==> config.mk <==
export PLATFORM = sky130hd
export DESIGN_NAME = rpn_stack_evaluator_top
export DESIGN_NICKNAME = d
export VERILOG_FILES = /design/src/hw/rtl/rpn_pkg.sv /design/src/hw/rtl/rpn_ctrl.sv /design/src/hw/rtl/rpn_dpath.sv /design/src/hw/rtl/rpn_stack_evaluator_top.sv
export SDC_FILE = /design/constraint.sdc
export NUM_CORES = 2
export LEC_CHECK = 0
export BUFFER_PORTS_ARGS = -buffer_cell sky130_fd_sc_hd__buf_2
export CORE_MARGIN = 5
export CORE_UTILIZATION = 30
export CTS_BUF_LIST = sky130_fd_sc_hd__clkbuf_4 sky130_fd_sc_hd__clkbuf_8 sky130_fd_sc_hd__clkbuf_16
export CTS_CLUSTER_DIAMETER = 80
export DETAILED_ROUTE_END_ITERATION = 8
export GPL_TIMING_DRIVEN = 1
export PLACE_DENSITY = 0.49
export SYNTH_ARGS = -nofsm -noshare
export SYNTH_HDL_FRONTEND = slang
export SYNTH_SLANG_ARGS = --single-unit
==> constraint.sdc <==
create_clock -name clock -period 17.6 [get_ports clock]
set_input_delay 1.76 -clock clock [delete_from_list [all_inputs] [get_ports clock]]
set_output_delay 1.76 -clock clock [all_outputs]
set_load 0.1 [all_outputs]
==> src/hw/rtl/rpn_pkg.sv <==
package rpn_pkg;

   // Token commands as they arrive on the request channel.
   typedef enum logic [2:0] {
      CMD_PUSH   = 3'd0,
      CMD_UPLUS  = 3'd1,
      CMD_UMINUS = 3'd2,
      CMD_ADD    = 3'd3,
      CMD_SUB    = 3'd4,
      CMD_MUL    = 3'd5,
      CMD_DIV    = 3'd6,
      CMD_NOP    = 3'd7
   } cmd_type;

   // Status reported with each result.
   typedef enum logic [1:0] {
      ST_OK        = 2'd0,
      ST_UNDERFLOW = 2'd1,
      ST_DIVZERO   = 2'd2,
      ST_OVERFLOW  = 2'd3
   } status_type;

   typedef enum logic [3:0] {
      S_IDLE,
      S_DECODE,
      S_RD_R,
      S_RD_L,
      S_EXEC,
      S_DIV,
      S_WRITE,
      S_FINISH,
      S_FIN_RD
   } state_type;

   // Source of the word written into the stack memory.
   typedef enum logic [1:0] {
      WR_PUSH = 2'd0,
      WR_RES  = 2'd1,
      WR_QUOT = 2'd2
   } wr_src_type;

   localparam int unsigned DATA_W    = 32;
   localparam int unsigned DIV_CNT_W = 5;

   // Commands from the controller to the datapath.
   typedef struct packed {
      logic       tok_load;
      logic       rd_en;
      logic       cap_r;
      logic       cap_l;
      logic       exec;
      logic       div_start;
      logic       div_step;
      logic       wr_en;
      wr_src_type wr_src;
      cmd_type    op;
      logic       out_load;
      logic       out_zero;
      status_type out_status;
   } ctrl_cmd_type;

   // Status from the datapath back to the controller.
   typedef struct packed {
      logic r_zero;
      logic div_done;
      logic out_free;
   } dp_stat_type;

endpackage

==> src/hw/rtl/rpn_ctrl.sv <==
module rpn_ctrl
   import rpn_pkg::*;
#(
   parameter int unsigned STACK_DEPTH = 16,
   parameter int unsigned ADDR_W      = 4,
   parameter int unsigned CNT_W       = 5
) (
   input  logic               clock,
   input  logic               reset,
   input  logic               req_valid,
   output logic               req_stall,
   input  logic [2:0]         req_command,
   input  logic               req_end_of_expression,
   output ctrl_cmd_type       ctrl_cmd,
   output logic [ADDR_W-1:0]  mem_addr,
   input  dp_stat_type        dp_stat
);

   state_type        state_ff, state_in;
   logic [CNT_W-1:0] count_ff, count_in;
   status_type       err_ff, err_in;
   cmd_type          cmd_ff, cmd_in;
   logic             eoe_ff, eoe_in;

   logic [CNT_W-1:0] cnt_m1;
   logic [CNT_W-1:0] cnt_m2;

   assign cnt_m1 = count_ff - CNT_W'(1);
   assign cnt_m2 = count_ff - CNT_W'(2);

   always_ff @(posedge clock) begin
      if (reset) begin
         state_ff <= S_IDLE;
         count_ff <= '0;
         err_ff   <= ST_OK;
         cmd_ff   <= CMD_NOP;
         eoe_ff   <= 1'b0;
      end else begin
         state_ff <= state_in;
         count_ff <= count_in;
         err_ff   <= err_in;
         cmd_ff   <= cmd_in;
         eoe_ff   <= eoe_in;
      end
   end

   always_comb begin
      state_in   = state_ff;
      count_in   = count_ff;
      err_in     = err_ff;
      cmd_in     = cmd_ff;
      eoe_in     = eoe_ff;
      ctrl_cmd   = '0;
      ctrl_cmd.op = cmd_ff;
      mem_addr   = cnt_m1[ADDR_W-1:0];
      req_stall  = 1'b1;

      unique case (state_ff)
         S_IDLE: begin
            req_stall = 1'b0;
            if (req_valid) begin
               ctrl_cmd.tok_load = 1'b1;
               cmd_in   = cmd_type'(req_command);
               eoe_in   = req_end_of_expression;
               state_in = S_DECODE;
            end
         end

         S_DECODE: begin
            state_in = S_FINISH;
            if (err_ff == ST_OK) begin
               unique case (cmd_ff) inside
                  CMD_PUSH: begin
                     if (count_ff >= CNT_W'(STACK_DEPTH)) begin
                        err_in = ST_OVERFLOW;
                     end else begin
                        ctrl_cmd.wr_en  = 1'b1;
                        ctrl_cmd.wr_src = WR_PUSH;
                        mem_addr        = count_ff[ADDR_W-1:0];
                        count_in        = count_ff + CNT_W'(1);
                     end
                  end
                  CMD_UPLUS, CMD_UMINUS: begin
                     if (count_ff == '0) begin
                        err_in = ST_UNDERFLOW;
                     end else if (cmd_ff == CMD_UMINUS) begin
                        ctrl_cmd.rd_en = 1'b1;
                        state_in       = S_RD_R;
                     end
                  end
                  CMD_ADD, CMD_SUB, CMD_MUL, CMD_DIV: begin
                     if (count_ff < CNT_W'(2)) begin
                        err_in = ST_UNDERFLOW;
                     end else begin
                        ctrl_cmd.rd_en = 1'b1;
                        state_in       = S_RD_R;
                     end
                  end
                  default: begin
                     state_in = S_FINISH;
                  end
               endcase
            end
         end

         S_RD_R: begin
            ctrl_cmd.cap_r = 1'b1;
            if (cmd_ff == CMD_UMINUS) begin
               state_in = S_EXEC;
            end else begin
               ctrl_cmd.rd_en = 1'b1;
               mem_addr       = cnt_m2[ADDR_W-1:0];
               state_in       = S_RD_L;
            end
         end

         S_RD_L: begin
            ctrl_cmd.cap_l = 1'b1;
            state_in       = S_EXEC;
         end

         S_EXEC: begin
            if (cmd_ff == CMD_DIV) begin
               if (dp_stat.r_zero) begin
                  err_in   = ST_DIVZERO;
                  state_in = S_FINISH;
               end else begin
                  ctrl_cmd.div_start = 1'b1;
                  state_in           = S_DIV;
               end
            end else begin
               ctrl_cmd.exec = 1'b1;
               state_in      = S_WRITE;
            end
         end

         S_DIV: begin
            ctrl_cmd.div_step = 1'b1;
            if (dp_stat.div_done) begin
               state_in = S_WRITE;
            end
         end

         S_WRITE: begin
            ctrl_cmd.wr_en  = 1'b1;
            ctrl_cmd.wr_src = (cmd_ff == CMD_DIV) ? WR_QUOT : WR_RES;
            state_in        = S_FINISH;
            if (cmd_ff != CMD_UMINUS) begin
               mem_addr = cnt_m2[ADDR_W-1:0];
               count_in = cnt_m1;
            end
         end

         S_FINISH: begin
            if (!eoe_ff) begin
               state_in = S_IDLE;
            end else if (err_ff != ST_OK || count_ff == '0) begin
               if (dp_stat.out_free) begin
                  ctrl_cmd.out_load   = 1'b1;
                  ctrl_cmd.out_zero   = 1'b1;
                  ctrl_cmd.out_status = (err_ff == ST_OK) ? ST_UNDERFLOW : err_ff;
                  count_in            = '0;
                  err_in              = ST_OK;
                  state_in            = S_IDLE;
               end
            end else begin
               ctrl_cmd.rd_en = 1'b1;
               state_in       = S_FIN_RD;
            end
         end

         S_FIN_RD: begin
            if (dp_stat.out_free) begin
               ctrl_cmd.out_load   = 1'b1;
               ctrl_cmd.out_status = ST_OK;
               count_in            = '0;
               err_in              = ST_OK;
               state_in            = S_IDLE;
            end
         end

         default: begin
            state_in = S_IDLE;
         end
      endcase
   end

`ifndef SYNTHESIS
   a_depth: assert property (@(posedge clock) disable iff (reset)
      count_ff <= CNT_W'(STACK_DEPTH))
      else $error("stack count exceeds depth");

   a_out_free: assert property (@(posedge clock) disable iff (reset)
      ctrl_cmd.out_load |-> dp_stat.out_free)
      else $error("result loaded into a full output register");

   a_clear: assert property (@(posedge clock) disable iff (reset)
      ctrl_cmd.out_load |=> (count_ff == '0 && err_ff == ST_OK))
      else $error("stack not cleared after a result");

   a_err_hold: assert property (@(posedge clock) disable iff (reset)
      (err_ff != ST_OK && !ctrl_cmd.out_load) |=> ($stable(count_ff) && $stable(err_ff)))
      else $error("state changed while an error is pending");
`endif

endmodule

==> src/hw/rtl/rpn_dpath.sv <==
module rpn_dpath
   import rpn_pkg::*;
#(
   parameter int unsigned STACK_DEPTH = 16,
   parameter int unsigned ADDR_W      = 4
) (
   input  logic                     clock,
   input  logic                     reset,
   input  logic signed [DATA_W-1:0] req_operand_value,
   input  ctrl_cmd_type             ctrl_cmd,
   input  logic [ADDR_W-1:0]        mem_addr,
   output dp_stat_type              dp_stat,
   output logic                     rsp_valid,
   input  logic                     rsp_stall,
   output logic signed [DATA_W-1:0] rsp_result_value,
   output logic [1:0]               rsp_status
);

   logic [DATA_W-1:0] stack_mem [STACK_DEPTH];
   logic [DATA_W-1:0] rd_data_ff;

   logic [DATA_W-1:0] val_ff;
   logic [DATA_W-1:0] r_ff;
   logic [DATA_W-1:0] l_ff;
   logic [DATA_W-1:0] res_ff, res_in;

   logic [DATA_W-1:0]    rem_ff, rem_in;
   logic [DATA_W-1:0]    quo_ff, quo_in;
   logic [DATA_W-1:0]    den_ff;
   logic                 neg_ff;
   logic [DIV_CNT_W-1:0] div_cnt_ff;
   logic [DATA_W:0]      rem_sh;
   logic [DATA_W:0]      diff;

   logic [DATA_W-1:0] wr_data;

   logic              rsp_valid_ff, rsp_valid_in;
   logic [DATA_W-1:0] result_ff;
   status_type        status_ff;

   // Stack memory: one shared address, registered read data.
   always_ff @(posedge clock) begin
      if (ctrl_cmd.wr_en) begin
         stack_mem[mem_addr] <= wr_data;
      end
      if (ctrl_cmd.rd_en) begin
         rd_data_ff <= stack_mem[mem_addr];
      end
   end

   always_comb begin
      case (ctrl_cmd.op)
         CMD_UMINUS: res_in = DATA_W'(0) - r_ff;
         CMD_ADD:    res_in = l_ff + r_ff;
         CMD_SUB:    res_in = l_ff - r_ff;
         CMD_MUL:    res_in = l_ff * r_ff;
         default:    res_in = r_ff;
      endcase
   end

   // Restoring divider on magnitudes, one quotient bit per cycle.
   assign rem_sh = {rem_ff, quo_ff[DATA_W-1]};
   assign diff   = rem_sh - {1'b0, den_ff};

   always_comb begin
      if (!diff[DATA_W]) begin
         rem_in = diff[DATA_W-1:0];
         quo_in = {quo_ff[DATA_W-2:0], 1'b1};
      end else begin
         rem_in = rem_sh[DATA_W-1:0];
         quo_in = {quo_ff[DATA_W-2:0], 1'b0};
      end
   end

   always_ff @(posedge clock) begin
      if (ctrl_cmd.tok_load) begin
         val_ff <= req_operand_value;
      end
      if (ctrl_cmd.cap_r) begin
         r_ff <= rd_data_ff;
      end
      if (ctrl_cmd.cap_l) begin
         l_ff <= rd_data_ff;
      end
      if (ctrl_cmd.exec) begin
         res_ff <= res_in;
      end
      if (ctrl_cmd.div_start) begin
         neg_ff     <= l_ff[DATA_W-1] ^ r_ff[DATA_W-1];
         quo_ff     <= l_ff[DATA_W-1] ? DATA_W'(0) - l_ff : l_ff;
         den_ff     <= r_ff[DATA_W-1] ? DATA_W'(0) - r_ff : r_ff;
         rem_ff     <= '0;
         div_cnt_ff <= '0;
      end else if (ctrl_cmd.div_step) begin
         quo_ff     <= quo_in;
         rem_ff     <= rem_in;
         div_cnt_ff <= div_cnt_ff + DIV_CNT_W'(1);
      end
   end

   always_comb begin
      case (ctrl_cmd.wr_src)
         WR_PUSH: wr_data = val_ff;
         WR_RES:  wr_data = res_ff;
         WR_QUOT: wr_data = neg_ff ? DATA_W'(0) - quo_ff : quo_ff;
         default: wr_data = res_ff;
      endcase
   end

   // Output register.
   assign dp_stat.out_free = !rsp_valid_ff || !rsp_stall;
   assign dp_stat.r_zero   = (r_ff == '0);
   assign dp_stat.div_done = (div_cnt_ff == '1);

   always_comb begin
      rsp_valid_in = rsp_valid_ff && rsp_stall;
      if (ctrl_cmd.out_load) begin
         rsp_valid_in = 1'b1;
      end
   end

   always_ff @(posedge clock) begin
      if (reset) begin
         rsp_valid_ff <= 1'b0;
      end else begin
         rsp_valid_ff <= rsp_valid_in;
      end
   end

   always_ff @(posedge clock) begin
      if (ctrl_cmd.out_load) begin
         result_ff <= ctrl_cmd.out_zero ? '0 : rd_data_ff;
         status_ff <= ctrl_cmd.out_status;
      end
   end

   assign rsp_valid        = rsp_valid_ff;
   assign rsp_result_value = result_ff;
   assign rsp_status       = status_ff;

endmodule

==> src/hw/rtl/rpn_stack_evaluator_top.sv <==
// Postfix evaluator: divide is the slowest token, and the 32-step
// one-bit-per-cycle divider sets the worst case.
// A token marked last on a non-empty stack with no error adds a read of the top
// entry, and the result is loaded into the output register once that is free.
// Reset is synchronous and active high; it clears the controller, the stack count,
// the error and the output valid. The stack memory is not cleared and needs no pass.
module rpn_stack_evaluator_top
   import rpn_pkg::*;
#(
   parameter int unsigned STACK_DEPTH = 16
) (
   input  logic                     clock,
   input  logic                     reset,
   input  logic                     req_valid,
   output logic                     req_stall,
   input  logic [2:0]               req_command,
   input  logic signed [DATA_W-1:0] req_operand_value,
   input  logic                     req_end_of_expression,
   output logic                     rsp_valid,
   input  logic                     rsp_stall,
   output logic signed [DATA_W-1:0] rsp_result_value,
   output logic [1:0]               rsp_status
);

   // The stack address covers the depth; the count must also hold the depth itself.
   localparam int unsigned ADDR_W = (STACK_DEPTH > 1) ? $clog2(STACK_DEPTH) : 1;
   localparam int unsigned CNT_W  = $clog2(STACK_DEPTH + 1);

   ctrl_cmd_type      ctrl_cmd;
   dp_stat_type       dp_stat;
   logic [ADDR_W-1:0] mem_addr;

   // The controller sequences each token: decode, operand reads, execute or
   // divide, write back and, at the end of an expression, the result transfer.
   rpn_ctrl #(
      .STACK_DEPTH (STACK_DEPTH),
      .ADDR_W      (ADDR_W),
      .CNT_W       (CNT_W)
   ) u_ctrl (
      .clock                 (clock),
      .reset                 (reset),
      .req_valid             (req_valid),
      .req_stall             (req_stall),
      .req_command           (req_command),
      .req_end_of_expression (req_end_of_expression),
      .ctrl_cmd              (ctrl_cmd),
      .mem_addr              (mem_addr),
      .dp_stat               (dp_stat)
   );

   // The datapath holds the stack memory, operand registers, the arithmetic
   // unit, the serial divider and the output register, which lets a finished
   // result wait for its transfer while the next token is being taken.
   rpn_dpath #(
      .STACK_DEPTH (STACK_DEPTH),
      .ADDR_W      (ADDR_W)
   ) u_dpath (
      .clock             (clock),
      .reset             (reset),
      .req_operand_value (req_operand_value),
      .ctrl_cmd          (ctrl_cmd),
      .mem_addr          (mem_addr),
      .dp_stat           (dp_stat),
      .rsp_valid         (rsp_valid),
      .rsp_stall         (rsp_stall),
      .rsp_result_value  (rsp_result_value),
      .rsp_status        (rsp_status)
   );

endmodule

==> flow_summary.toml <==
[worst_setup_path]
cp.arrival_ns = 8.33
cp_top_family = "adder cells"
r2r_cells = 25
cp_num_cells = 25
worstSetupEndpointType = "flip-flop"
worst-setup-path-type = "reg2reg"
ff2ff_setup_slack_ns = 9.70
slowest_delay_ns = 0.59
startpoint_type = "flip-flop"
crit_top_cell = "fa_1"
path_max_fanout = 19
cp-startpoint = "u_dpath.l_ff[11]$_DFFE_PP_"
cp_num_buf_inv = 5
crit_slowest_cell = "edfxtp_1"
r2r_end = "u_dpath.res_ff[31]$_DFFE_PP_"
rr_startpoint = "u_dpath.l_ff[11]$_DFFE_PP_"
critical_path_required_ns = 18.03

[clock_network]
cts_made_buffers = 87
path_clk_slew_ns = 0.07
cts_buffer_depth = 3
clkSinkCount = 824
cts-root-buf = "clkbuf_16"
cts_setup_buffers = 0
tritoncts = "done"
cts_resized = 0
ctsHoldBuffers = 0
htree_levels = 3
clock_latency_ns = 0.70

[routing]
route.detailed.drc = 0
antenna_left = 0
wl_per_cell_um = 23.0
viasPerCell = 4.99
first_pass_iters = 6
vias = 35200
wirelength_mm = 162
drtIter0Drc = 2954

[layout]
layout.nets = 5274
fillers = 17800
drive_gt1_frac = 0.116
area_growth_pct = 12.1

[synth]
yosysSeqAreaShare = 0.449
synth_area_sq_um = 53900
async_reset_ff_frac = 0
postSynthCellCount = 4585
synth_fp_nets = 5232
synth_edf_count = 771
ys_seq_elements = 824
synth_flop_cell = "edfxtp_1"
yosys_warnings = 0
postSynthAreaPerCell_sq_um = 11.8
synth.distinct_cells = 75

[floorplanning]
start_util = 0.302
die-height_um = 434
die_area_sq_um = 188000
coreArea_sq_um = 179000
ios = 76
rows = 155
fp.dieW_um = 434

[worst_hold_path]
min_path_type = "reg2reg"
min_from = "u_dpath.div_cnt_ff[4]$_SDFFE_PP0P_"
holdPathEnd = "u_dpath.div_cnt_ff[4]$_SDFFE_PP0P_"
hold_depth = 2

[sta]
report.final.slew_viol_count = 0
worst_pin_slew_ns = 1.29
clock_skew_ns = 0.0378
fin_crit_ns = 7.90
setup_viol = 0
rsz0062_at_grt = "no"
maxSlewHeadroom = 0.137
tns_ns = 0
fin_crit_sh = 0.449
hold_viol = 0
max_freq_mhz = 127

[grt]
antenna_found_initial = 5
grt_max_degree = 78
grt_usage = 0.172
first_global_vias = 37100
grt_pass1_wl_mm = 243
grt_overflow = 0

[place]
port_buffers = 75
place.gp.congestion = 0.928
dp_hpwl_mm = 110

[job]
cap_viol_max_count = 0

[outcome]
run_status = "complete, no violations"
[tightest hold or removal path: cells and delay by family (launching register included)]
kind | cells | cell delay, ns
flip-flops | 1 | 0.31
AND/OR/NAND/NOR | 1 | 0.05
AO/OA/AOI/OAI | 1 | 0.06
[synthesized netlist by cell type (26+ instances only)]
| master | number | area [sq um] |
|---|---|---|
| a21o_1 | 35 | 263 |
| clkbuf_1 | 220 | 826 |
| a31oi_1 | 51 | 319 |
| fa_1 | 410 | 8210 |
| a21oi_1 | 154 | 771 |
| nor2_1 | 197 | 739 |
| dfxtp_1 | 53 | 1060 |
| buf_1 | 27 | 101 |
| nand3_1 | 36 | 180 |
| mux4_2 | 128 | 2880 |
| inv_1 | 449 | 1690 |
| xnor2_1 | 149 | 1310 |
| nand2b_1 | 36 | 225 |
| nor3_1 | 51 | 255 |
| edfxtp_1 | 771 | 23200 |
| mux2i_1 | 43 | 430 |
| nand2_1 | 527 | 1980 |
| xor2_1 | 119 | 1040 |
| o21ai_0 | 195 | 976 |
| ha_1 | 197 | 2460 |
| or3_1 | 26 | 163 |
| a211oi_1 | 50 | 375 |
| and2_1 | 370 | 2310 |
[placed cells by master (no fill, tap or decap), drive strengths merged, types with 6 or more instances in the layout]
cell type,n
a211oi,50
a21o,35
a21oi,154
a221oi,9
a22oi,6
a31oi,51
and2,370
and3,11
buf,215
bufinv,12
clkbuf,104
clkinv,39
dfxtp,53
edfxtp,771
fa,410
ha,197
inv,454
mux2i,43
mux4,128
nand2,527
nand2b,36
nand3,36
nand4,13
nor2,199
nor2b,22
nor3,51
nor4,6
o211ai,16
o21a,23
o21ai,197
o21bai,14
o221ai,14
o22ai,15
o31ai,18
o41ai,13
or2,9
or3,28
or4,17
xnor2,150
xor2,119
[registers in the layout (all words and copies together) (netlist names)]
signal and count:
u_ctrl.err_ff 2, u_ctrl.count_ff 5, u_dpath.l_ff 32, u_dpath.res_ff 32, u_dpath.rsp_result_value 32, u_dpath.val_ff 32, u_ctrl.cmd_ff 3, u_dpath.stack_mem 512
u_ctrl.state_ff 4, u_dpath.rem_ff 32, u_dpath.neg_ff 1, u_dpath.quo_ff 32, u_dpath.rsp_status 2, u_dpath.rsp_valid 1, u_ctrl.eoe_ff 1, u_dpath.rd_data_ff 32
u_dpath.den_ff 32, u_dpath.div_cnt_ff 5, u_dpath.r_ff 32
[cell type report]
type                    count  area [sq um]  area share
clock inverters            57           668      0.0110
diodes                      1          2.50   0.0000414
multi-input cells        3048         27200       0.450
flip-flops and latches    824         24200       0.400
well taps                2355          2950      0.0487
inverters                 451          1690      0.0280
repair buffers            215          1430      0.0236
clock buffers             104          2300      0.0381
[cell families (layout without fill, tap and decap cells)]
logic type | Yosys count | after routing | share of synthesized area
AOI/OAI and AO/OA | 659 | 659 | 0.0758
DFF | 824 | 824 | 0.449
xor gates and xnor gates | 269 | 269 | 0.0438
muxes | 174 | 174 | 0.0620
other | 0 | 1 | 0
and+or+nand+nor | 1339 | 1339 | 0.121
buffers and inverters | 713 | 827 | 0.0503
adders and majority gates | 607 | 607 | 0.198
[stage by stage]
step | worst slack [ns] | hold WS [ns] | instances | utilization | instance area [sq um]
6_report | 9.70 | 0.463 | 7055 | 0.339 | 60500
5_1_grt | 9.20 | 0.487 | 7054 | 0.339 | 60500
4_1_cts | 9.70 | 0.467 | 7054 | 0.339 | 60500
3_5_place_dp | 9.73 | 0.457 | 6893 | 0.322 | 57500
3_3_place_gp | 9.78 | 0.448 | 6893 | 0.322 | 57500
2_1_floorplan | 10.19 | 0.436 | 4585 | - | 53900
[layer usage]
metal | wire (um) | vias to the layer above | track usage | share of wire
met1 | 69300 | 18100 | 0.226 | 0.43
met4 | 6620 | 2 | 0.0649 | 0.041
met2 | 78500 | 953 | 0.295 | 0.48
li1 | - | 15900 | - | -
met3 | 7510 | 266 | 0.0187 | 0.046
met5 | 13 | - | 0 | 0.000080
[how the worst max path moves through the flow]
stage | slack, ns | to
after floorplan | 10.19 | u_dpath.res_ff[31]$_DFFE_PP_
after global routing | 9.20 | u_dpath.res_ff[30]$_DFFE_PP_
after detailed placement | 9.73 | u_dpath.res_ff[30]$_DFFE_PP_
after global placement | 9.78 | u_dpath.res_ff[31]$_DFFE_PP_
after CTS | 9.70 | u_dpath.res_ff[30]$_DFFE_PP_
final | 9.70 | u_dpath.res_ff[31]$_DFFE_PP_
Power is not shown: default switching activity piles up to over one toggle a cycle in this logic, so the estimate is an artifact.
